### src/design/prsh_pkg.sv
// shared constants and types of the polynomial rolling string hash
package prsh_pkg;

	localparam int unsigned HASH_W = 30;
	localparam int unsigned CHAR_W = 8;
	localparam int unsigned PROD_W = 2 * HASH_W;

	// hash modulus and its doubled value for the final barrett correction
	localparam logic [HASH_W-1:0] PRIME = 30'd1000000009;
	localparam logic [HASH_W+1:0] PRIME_X2 = 32'd2000000018;

	// barrett factor floor(2^60 / prime), fits in 31 bits
	localparam logic [HASH_W:0] BARRETT_MU = 31'((64'd1 << PROD_W) / 64'd1000000009);

	localparam logic [CHAR_W-1:0] LETTER_OFS = 8'd96;

	localparam logic [HASH_W-1:0] TABLE_SIZE_RST = 30'd1024;

	localparam int unsigned QUEUE_DEPTH = 4;
	localparam int unsigned QPTR_W = $clog2(QUEUE_DEPTH);
	localparam int unsigned QCNT_W = $clog2(QUEUE_DEPTH + 1);

	localparam int unsigned DIV_STEPS = HASH_W;
	localparam int unsigned DIVCNT_W = $clog2(DIV_STEPS);

	// one classified byte waiting for the back end
	typedef struct packed {
		logic              last;
		logic [HASH_W-1:0] weight;
	} qent_t;

	// queue fill status seen by both ends
	typedef struct packed {
		logic full;
		logic empty;
	} qstat_t;

endpackage

### src/design/prsh_front.sv
// front end: input transfer and letter weight classification
module prsh_front (
	input  logic                               in_valid,
	output logic                               in_stall,
	input  logic [prsh_pkg::CHAR_W-1:0]        char_code,
	input  logic                               last,
	input  prsh_pkg::qstat_t                   qstat,
	output logic                               push,
	output prsh_pkg::qent_t                    entry
);

	logic [prsh_pkg::HASH_W-1:0] weight;

	// weight is byte minus 96 as a true residue mod the prime
	always_comb begin
		if (char_code >= prsh_pkg::LETTER_OFS) begin
			weight = prsh_pkg::HASH_W'(char_code - prsh_pkg::LETTER_OFS);
		end else begin
			weight = prsh_pkg::PRIME - prsh_pkg::HASH_W'(prsh_pkg::LETTER_OFS)
				+ prsh_pkg::HASH_W'(char_code);
		end
	end

	assign in_stall     = qstat.full;
	assign push         = in_valid && !qstat.full;
	assign entry.last   = last;
	assign entry.weight = weight;

endmodule

### config.mk
export PLATFORM = sky130hd
export DESIGN_NAME = prsh_front
export DESIGN_NICKNAME = d
export VERILOG_FILES = /design/src/design/prsh_pkg.sv /design/src/design/prsh_front.sv
export SDC_FILE = /design/constraint.sdc
export NUM_CORES = 1
export LEC_CHECK = 0
export BUFFER_PORTS_ARGS = -buffer_cell sky130_fd_sc_hd__buf_2
export CORE_AREA = 5 5 42 44
export DETAILED_ROUTE_END_ITERATION = 16
export DIE_AREA = 0 0 47 49
export GPL_TIMING_DRIVEN = 0
export PLACE_DENSITY = 0.79
export SETUP_SLACK_MARGIN = 0.2
export SLEW_MARGIN = 40
export SYNTH_ARGS = -nofsm -noshare
export SYNTH_HDL_FRONTEND = slang
export SYNTH_SLANG_ARGS = --single-unit
### constraint.sdc
create_clock -name vclk -period 2.8
set_clock_uncertainty 0.15 [all_clocks]
set_input_delay 0.56 -clock vclk [all_inputs]
set_output_delay 0.56 -clock vclk [all_outputs]
set_load 0.01 [all_outputs]
* After elaboration in Yosys (flattened, before gate mapping)
Index checks and enable logic that the tools add are counted.
Storage, ports and cells: register bits after elaboration 0, bits of input ports 12, output and inout bits 33
Operators by class: add/sub/neg operators 2, $lt $le $gt $ge 1, multiplexer cells 1, reduce and logical (&&, ||, !) cells 2
Operators with widths (number):
- 2-to-1 mux 30 bit | 1
- adder 28 x 9 -> 29 bit (first input constant) | 1
- subtractor 8 x 7 -> 9 bit (second input constant) | 1
- >= comparator 8 x 7 -> 1 bit (second input constant) | 1
- logical AND 1 bit | 1
- logical NOT 1 bit | 1

* Logic depth before layout (Yosys ltp)
depth after elaboration 2, depth in mapped cells 6, mapped depth without buffers 6

* Worst setup path before layout
No wires, ideal clock.
path kind input port to output port, from in char_code[0] (netlist name), to out entry[14] (netlist name), data arrival time 2.080 ns, data required time 2.090 ns, slack 0.010 ns, stages 6, path buffers 1, cell sequence inv_1 > ha_1 > or4b_4 > o31ai_4 > nand2_1 > buf_4
RTL lines:
- start, declared | line prsh_front.sv:5 | input logic [prsh_pkg::CHAR_W-1:0] char_code,
- end, declared | line prsh_front.sv:9 | output prsh_pkg::qent_t entry

==> impl_metrics.csv <==
group,metric,value,unit
critical_path,required,2.09,ns
yosys,synth_top_area_share,32.26,%
critical_path,startpoint_type,"input port",
sta,hold_violations,0,
min_path,hold_path.class,"input port to output pin",
placement,dp_hpwl,1.058,mm
min_path,holdPathStages,2,
finish,fin_area,828.3,µm²
finish,final.clkbuf_count,0,
yosys,synth_area_leaders,"buf_4, ha_1, xnor2_1",
status,violations,"setup timing",
placement,place_area,733.2,µm²
finish,design.seq.count,0,
sta,tightest_slew,0.3109,ns
critical_path,crit_fanout,3,
floorplan,ioPinCount,45,
yosys,syn_area_per_cell,7.388,µm²
global_route,grt_max_degree,13,
finish,final_cell_mix,"buf_2, buf_4, nand2_1, inv_1, buf_6",
routing,routed-via-count,541,
critical_path,arrival,2.10,ns
routing,first_pass_iters,5,
global_route,grt_util_all_layers,10.53,%
yosys,ys_types,20,
job,max_cap_violations,0,
yosys,synth_fp_nets,80,
placement,globalplace.congestion,0.6920,
yosys,seq_area_frac_synth,0,%
placement,io_buffers,42,
sta,setup_violations,1,
finish,multiInputGateArea,324.1,µm²
clock_network,postCtsHoldBufs,0,
finish,final_common_cell,"buf_2",
min_path,hp-start,"last",
floorplan,start_util,33.21,%
yosys,netlist_area,465.4,µm²
floorplan,die_y,49,µm
routing,first_iter_violations,7,
sta,rsz0062_at_grt,"true",
global_route,antenna_found_initial,0,
global_route,grt_pass1_wl,1.966,mm
finish,drive_gt1_share,71.82,%
yosys,synth_cells,63,
yosys,ys_warn_count,0,
power_and_ir_drop,p_per_area,204.8,nW/µm²
global_route,overflow,0,
floorplan,die_w,47,µm
critical_path,worstSetupPathType,"input port to output pin",
floorplan,rows,14,
routing,wire_per_inst,10.23,µm
status,status,"complete, but fails checks",
finish,postLayoutCoreUtil,59.11,%
critical_path,end_kind,"output pin",
finish,area_growth,77.96,%
sta,final-max-slew-violation-count,0,
power_and_ir_drop,p_leak,0.4766,nW
yosys,synth_top_cell_by_area,"buf_4",
sta,setup_ws,-0.006268,ns
sta,holdWs,1.154,ns
sta,setup_tns,-0.006268,ns
sta,post-route-period-util,100.2,%
routing,ant_nets,0,
finish,num-fill-cells,139,
floorplan,core,1401,µm²
sta,min_period,2.806,ns
power_and_ir_drop,peakVddDrop,0.08670,mV
routing,vias_per_cell,4.294,
floorplan,dieArea,2303,µm²
global_route,grt_pass1_vias,477,
finish,regArea,0,µm²
finish,num_antenna_cells,0,
routing,wl,1.289,mm
min_path,holdPathEnd,"entry[30]",
sta,max_slew_margin,79.27,%
sta,fmax,356.3,MHz
routing,drc_errors,0,
finish,nets,129,
[metrics by stage]
stage                     setup slack [ns]  power, mW  std cells
after global placement             -0.2560     0.1504        121
after floorplan                     0.1489    0.09644         63
final                            -0.006268     0.1696        126
after global routing              -0.06287     0.1840        126
after CTS                          0.03745     0.1668        126
after detailed placement           -0.2665     0.1534        121
[cells in the mapped netlist]
library cell	n
nand2b_1	1
inv_1	6
nor2_1	3
or4b_4	1
nor2b_1	1
xnor2_1	4
ha_1	5
nand2_1	6
a31o_2	1
mux2i_1	2
a31oi_1	2
o31ai_4	1
a21o_1	1
a21oi_1	2
mux2_4	1
xor2_1	3
buf_4	20
nand3_1	1
clkbuf_1	1
o21ai_0	1
[layout make-up]
type	count	share of cell area [%]
buffer	21	18.58
inverter	6	4.834
multi-input combinational	36	39.12
tap	16	2.417
timing repair buffer	47	35.05
[routing by layer]
layer / track usage [%] / share of wire [%] / vias to the layer above
met4: 0 / 0 / 0
li1: - / - / 280
met5: 0 / 0 / -
met2: 21.04 / 53 / 27
met1: 11.52 / 34 / 234
met3: 1.476 / 13 / 0
[how the worst max path moves through the flow]
stage / endpoint / from / slack [ns] / cells past startpoint
final: entry[1] / char_code[0] / -0.006 / 8
after global routing: entry[1] / char_code[0] / -0.06 / 8
after CTS: entry[1] / char_code[0] / 0.04 / 8
after detailed placement: entry[1] / char_code[1] / -0.27 / 7
after global placement: entry[1] / char_code[1] / -0.26 / 7
after floorplan: entry[1] / char_code[1] / 0.15 / 5
[power by group]
| group | switching (mW) | internal, mW | total [mW] |
|---|---|---|---|
| logic | 0.0790 | 0.0906 | 0.170 |
| registers | 0 | 0 | 0 |
| clock network | 0 | 0 | 0 |
| total | 0.0790 | 0.0906 | 0.170 |
[worst max-delay path: stages]
cell,delay (ns)
buf_8,0.10
inv_6,0.05
ha_4,0.11
or4b_4,0.46
o31ai_4,0.24
buf_6,0.16
mux2_4,0.30
buf_6,0.12
[repair_timing]
action,CTS,global route
endpoints found under the setup margin,19,27
gates resized for setup,9,6
pin swaps,2,0
buffers inserted,5,0
[kinds of logic (layout without fill, tap and decap cells)]
kind of cell / after synthesis / in the layout / share of synthesized area (%)
xor+xnor: 7 / 7 / 13.17
buf+inv: 27 / 74 / 37.90
mux: 3 / 3 / 7.526
fa+ha+maj: 5 / 5 / 13.44
compound gates: 8 / 8 / 13.98
simple gates: 13 / 13 / 13.98
Note: power is estimated with default switching activity, not from simulation.
