`src/design/prsh_pkg.sv`:
```
// shared constants and types of the polynomial rolling string hash
package prsh_pkg;

	localparam int unsigned HASH_W = 30;
	localparam int unsigned CHAR_W = 8;
	localparam int unsigned PROD_W = 2 * HASH_W;

	// hash modulus and its doubled value for the final barrett correction
	localparam logic [HASH_W-1:0] PRIME = 30'd1000000009;
	localparam logic [HASH_W+1:0] PRIME_X2 = 32'd2000000018;

	// barrett factor floor(2^60 / prime), fits in 31 bits
	localparam logic [HASH_W:0] BARRETT_MU = 31'((64'd1 << PROD_W) / 64'd1000000009);

	localparam logic [CHAR_W-1:0] LETTER_OFS = 8'd96;

	localparam logic [HASH_W-1:0] TABLE_SIZE_RST = 30'd1024;

	localparam int unsigned QUEUE_DEPTH = 4;
	localparam int unsigned QPTR_W = $clog2(QUEUE_DEPTH);
	localparam int unsigned QCNT_W = $clog2(QUEUE_DEPTH + 1);

	localparam int unsigned DIV_STEPS = HASH_W;
	localparam int unsigned DIVCNT_W = $clog2(DIV_STEPS);

	// one classified byte waiting for the back end
	typedef struct packed {
		logic              last;
		logic [HASH_W-1:0] weight;
	} qent_t;

	// queue fill status seen by both ends
	typedef struct packed {
		logic full;
		logic empty;
	} qstat_t;

endpackage

```
`src/design/prsh_queue.sv`:
```
// short fifo between front and back ends
module prsh_queue (
	input  logic             clk,
	input  logic             arst_n,
	input  logic             push,
	input  prsh_pkg::qent_t  din,
	input  logic             pop,
	output prsh_pkg::qent_t  dout,
	output prsh_pkg::qstat_t qstat
);

	prsh_pkg::qent_t                  ent_q [prsh_pkg::QUEUE_DEPTH];
	logic [prsh_pkg::QPTR_W-1:0]      wr_ptr_q;
	logic [prsh_pkg::QPTR_W-1:0]      rd_ptr_q;
	logic [prsh_pkg::QCNT_W-1:0]      cnt_q;

	// depth is a power of two, pointers wrap on their own
	always_ff @(posedge clk or negedge arst_n) begin
		if (!arst_n) begin
			wr_ptr_q <= '0;
			rd_ptr_q <= '0;
			cnt_q    <= '0;
		end else begin
			if (push) begin
				wr_ptr_q <= wr_ptr_q + 1'b1;
			end
			if (pop) begin
				rd_ptr_q <= rd_ptr_q + 1'b1;
			end
			if (push && !pop) begin
				cnt_q <= cnt_q + 1'b1;
			end else if (pop && !push) begin
				cnt_q <= cnt_q - 1'b1;
			end
		end
	end

	always_ff @(posedge clk) begin
		if (push) begin
			ent_q[wr_ptr_q] <= din;
		end
	end

	assign dout        = ent_q[rd_ptr_q];
	assign qstat.full  = (cnt_q == prsh_pkg::QCNT_W'(prsh_pkg::QUEUE_DEPTH));
	assign qstat.empty = (cnt_q == '0);

endmodule

```
`config.mk`:
```
export PLATFORM = sky130hd
export DESIGN_NAME = prsh_queue
export DESIGN_NICKNAME = d
export VERILOG_FILES = /design/src/design/prsh_pkg.sv /design/src/design/prsh_queue.sv
export SDC_FILE = /design/constraint.sdc
export NUM_CORES = 1
export LEC_CHECK = 0
export BUFFER_PORTS_ARGS = -buffer_cell sky130_fd_sc_hd__buf_2
export CELL_PAD_IN_SITES_DETAIL_PLACEMENT = 1
export CELL_PAD_IN_SITES_GLOBAL_PLACEMENT = 2
export CORE_MARGIN = 1
export CORE_UTILIZATION = 29
export CTS_CLUSTER_SIZE = 10
export DETAILED_ROUTE_END_ITERATION = 10
export PLACE_DENSITY = 0.62
export SETUP_SLACK_MARGIN = 0.4
export SLEW_MARGIN = 5
export SYNTH_ARGS = -nofsm -noshare
export SYNTH_HDL_FRONTEND = slang
export SYNTH_SLANG_ARGS = --single-unit
```
`constraint.sdc`:
```
create_clock -name clk -period 1.85 [get_ports clk]
set_clock_uncertainty 0.2 [all_clocks]
set_input_delay 0.185 -clock clk [delete_from_list [all_inputs] [get_ports clk]]
set_output_delay 0.185 -clock clk [all_outputs]
set_load 0.02 [all_outputs]
```
Word-level counts from Yosys, hierarchy flattened
Memory sizes are Yosys's and may differ from the RTL's.
Cells that the tools add are included.
Widths: inputs -> output; s select.
{"block": "word_totals", "romBits": 0, "mem_count": 1, "mem_bits_rw": 124, "latchBits": 0, "inputBits": 35, "output_inout_bits": 33, "wordCells": 19, "reg_bits": 7}
{"memory": "ent_q", "words": 4, "word_bits": 31, "read_ports": 1, "rd_ports_with_merged_regs": 0, "wr": 1, "line": "prsh_queue.sv:12", "source": "prsh_pkg::qent_t ent_q [prsh_pkg::QUEUE_DEPTH];"}
{"block": "classes", "n_mul": 0, "n_addsub": 4, "n_mux": 4, "n_div": 0, "magnitude_cmp": 0, "reduce_logical": 6, "shifts": 0, "n_eq_ne": 1, "bitwise_logic": 0}
{"operator": "$mux 3", "count": 2}
{"operator": "$add 2x1->2 const B", "count": 2}
{"operator": "$add 3x1->3 const B", "count": 1}
{"operator": "$eq 3x3->1 const B", "count": 1}
{"operator": "$logic_not 3->1", "count": 1}
{"operator": "$sub 3x1->3 const B", "count": 1}
{"operator": "$logic_and 1x1->1", "count": 2}
{"operator": "$logic_not 1->1", "count": 2}
{"operator": "$mux 1", "count": 2}
{"operator": "$reduce_bool 2->1", "count": 1}

Depth between registers and ports, before layout
{"block": "depth", "word_depth": 4, "ltp_mapped": 7}

Worst setup path after synthesis
Ideal clock, no wire load.
{"block": "synth_timing", "path_kind": "register to register", "startpoint": "register wr_ptr_q[0] in the netlist's numbering", "endpoint": "memory ent_q[2][0] in the netlist's numbering (enable)", "required_time_ps": 1259, "arrival_ps": 1388, "n_path_buf": 0, "path_slack_ps": -129, "stages_incl_launch_ff": 4, "cell_sequence": "dfrtp_1 inv_1 ha_1 and2_1"}
{"item": "from (decl)", "line": "prsh_queue.sv:13", "source": "logic [prsh_pkg::QPTR_W-1:0] wr_ptr_q;"}
{"item": "from (signal assigned)", "line": "prsh_queue.sv:25", "source": "wr_ptr_q <= wr_ptr_q + 1'b1;"}
{"item": "to (decl)", "line": "prsh_queue.sv:12"}
No word-level cell before the write port.

==> out/results.ini <==
[outcome]
outcome = finished, violations left
failed_checks = setup timing

[critical_path]
crit_fanout = 5
critPathCaptureType = output pin
critical_path_class = reg -> out
crit_arrival_ns = 1.80
cp-start-kind = register
required_ns = 1.46
rr_worst_depth = 7

[yosys]
syn-num-nets = 237
syn_inst = 196
avgSynthCellArea_um2 = 25.0
yosys_register_bits = 131
yosys_warnings = 0
seq_area_frac_synth_pct = 79.4
netlist_area_um2 = 4910
ys_types = 19

[placed_design]
hpwlAfterDp_mm = 5.89
port_buffers = 67
pre_cts_ws_ns = 0.0456
placed_cell_area_um2 = 5670
place_congestion = 0.648

[clock_tree]
cts.htree.levels = 4
clock_path_buffers = 2
cts_root_buf = clkbuf_16
cts_tree = done
cts-buffers-inserted = 17
clkTransAtPathRegs_ns = 0.05
clk_latency_ns = 0.41
cts_num_sinks = 131

[global_route]
grt_max_degree = 18
antenna_found_initial = 0
overflow = 0
grt_first_pass_wirelength_mm = 16.3
grt_pass1_vias = 2895
grt_usage_pct = 13.2

[hold_path]
hold_class = in -> reg
hold-path-cell-count = 4

[floorplanning]
ios = 68
start_util_pct = 29.6
die-area_um2 = 17500
core.rowCount = 47
core_area_um2 = 16600
die_w_um = 132
fp.dieH_um = 132

[sta]
worst_pin_slew_ns = 0.405
final-max-slew-violation-count = 0
max_freq_ghz = 0.459
rsz0062_at_grt = yes
setup_viol = 31
fin_ws_ns = -0.330
min_period_over_period_pct = 118
period_needed_ns = 2.18
maxSlewHeadroom_pct = 72.9
finalHoldViolCount = 0

[layout]
fin_util_pct = 44.8
fin_area_um2 = 7430
drive_gt1_share_pct = 52.7
syn2layout_area_growth_pct = 51.3
antennaDiodeCount = 0
n_fill_cell = 1579
nNetsFinal = 411

[power_and_ir_drop]
ir_worst_vdd_v = 0.000818
p_per_area_nw_per_um2 = 1600
p_leak_nw = 2.69

[routing]
drc_errors = 0
drt-pass1-iter-count = 4
wl_per_cell_um = 18.1
ant_nets = 0
drtIter0Drc = 73
wl_mm = 10.9
via_per_inst = 4.31
vias = 2598

[flow_run]
maxCapViolations = 0

final timing paths:
kind,startpoint,end,slack [ns]
min in group asynchronous,arst_n,cnt_q[0],0.55
worst min-delay path,pop,cnt_q[1],0.07
worst min register to register,cnt_q[2],cnt_q[2],0.32
worst max register to register,wr_ptr_q[0],ent_q[2][24],0.12
max in group asynchronous,arst_n,rd_ptr_q[0],0.58
worst max-delay path,rd_ptr_q[0],dout[3],-0.33
cell families after synthesis:
logic type / after synthesis / share of synthesized area, %
compound gates: 1 / 0.102
xor+xnor: 6 / 1.07
fa+ha+maj: 6 / 1.68
buf+inv: 11 / 2.06
flops: 131 / 79.4
mux: 32 / 14.7
simple gates: 9 / 0.994
synthesized netlist by cell type, drive strengths merged:
library cell,n,area share (%)
and2,4,0.51
buf,7,1.8
dfrtp,7,3.6
edfxtp,124,76
fa,1,0.41
ha,5,1.3
inv,4,0.31
mux2,1,0.23
mux4,31,14
nand2,2,0.15
nor2,1,0.076
nor3,1,0.10
nor3b,1,0.15
o21ai,1,0.10
xnor2,2,0.36
xor2,4,0.71
where the power goes:
part           total, mW  leakage [nW]  switching, mW  internal, mW
clock               2.98         0.258           1.17          1.81
sequential          4.10          1.22          0.197          3.90
combinational       4.79          1.21           2.19          2.60
total               11.9          2.69           3.56          8.32
state kept, by name, summed over array words and instances (netlist names):
name and count:
wr_ptr_q 2, rd_ptr_q 2, cnt_q 3, ent_q 124
critical path, stage by stage, from the launching register on:
cell and delay (ns):
dfrtp_2 0.41, buf_4 0.16, buf_4 0.13, mux4_2 0.52, buf_2 0.18
what timing repair did:
| action | 4_1_cts | 5_1_grt |
|---|---|---|
| hold endpoints to repair | 135 | 0 |
| cloned | 8 | 5 |
| buffers inserted | 23 | 8 |
| pin swaps | 3 | 1 |
| resized for setup | 51 | 9 |
| setup endpoints to repair | 124 | 159 |
| hold buffers | 36 | 0 |
cell type report:
class	count	area, µm²	share of cell area, %
Inverter	4	15.0	0.202
Multi-Input combinational cell	54	987	13.3
Tap cell	220	275	3.70
Clock inverter	13	93.8	1.26
Sequential cell	131	3900	52.5
Timing Repair Buffer	162	1720	23.2
Clock buffer	19	433	5.83
per-layer routing:
metal / vias up / global-route usage (%) / routed length, µm
li1: 1169 / - / -
met3: 8 / 5.15 / 456
met4: 0 / 3.88 / 82
met2: 63 / 22.6 / 5650
met5: - / 0 / 0
met1: 1358 / 15.3 / 4740
stage by stage:
stage	setup TNS (ns)	total power, mW	cells	hold WS, ns
4_1_cts	-9.37	11.6	590	0.0479
3_5_place_dp	0	7.48	491	-0.153
2_1_floorplan	0	6.33	196	-0.311
5_1_grt	-10.87	12.4	603	0.0691
6_report	-8.55	11.9	603	0.0707
3_3_place_gp	0	7.43	491	-0.150
layout by cell type, fill, tap and decap left out:
| cell | Yosys | routed |
|---|---|---|
| and2_4 | 0 | 4 |
| buf_12 | 3 | 18 |
| buf_16 | 0 | 8 |
| buf_2 | 3 | 57 |
| buf_4 | 0 | 16 |
| buf_6 | 1 | 21 |
| buf_8 | 0 | 1 |
| bufinv_16 | 0 | 1 |
| clkbuf_1 | 0 | 2 |
| clkbuf_16 | 0 | 22 |
| clkinv_1 | 0 | 5 |
| clkinv_2 | 0 | 4 |
| clkinv_4 | 0 | 2 |
| clkinvlp_4 | 0 | 1 |
| dfrtp_1 | 7 | 4 |
| dfrtp_2 | 0 | 3 |
| dlygate4sd3_1 | 0 | 36 |
| edfxtp_1 | 124 | 124 |
| fa_2 | 0 | 1 |
| ha_4 | 0 | 5 |
| inv_2 | 0 | 4 |
| mux2_4 | 0 | 1 |
| mux4_2 | 28 | 31 |
| nand2_1 | 2 | 2 |
| nor2_1 | 1 | 1 |
| nor3_2 | 0 | 1 |
| nor3b_2 | 0 | 1 |
| o21ai_0 | 1 | 1 |
| xnor2_1 | 2 | 2 |
| xor2_1 | 4 | 4 |
No activity file was read; power rests on OpenSTA's default activity.
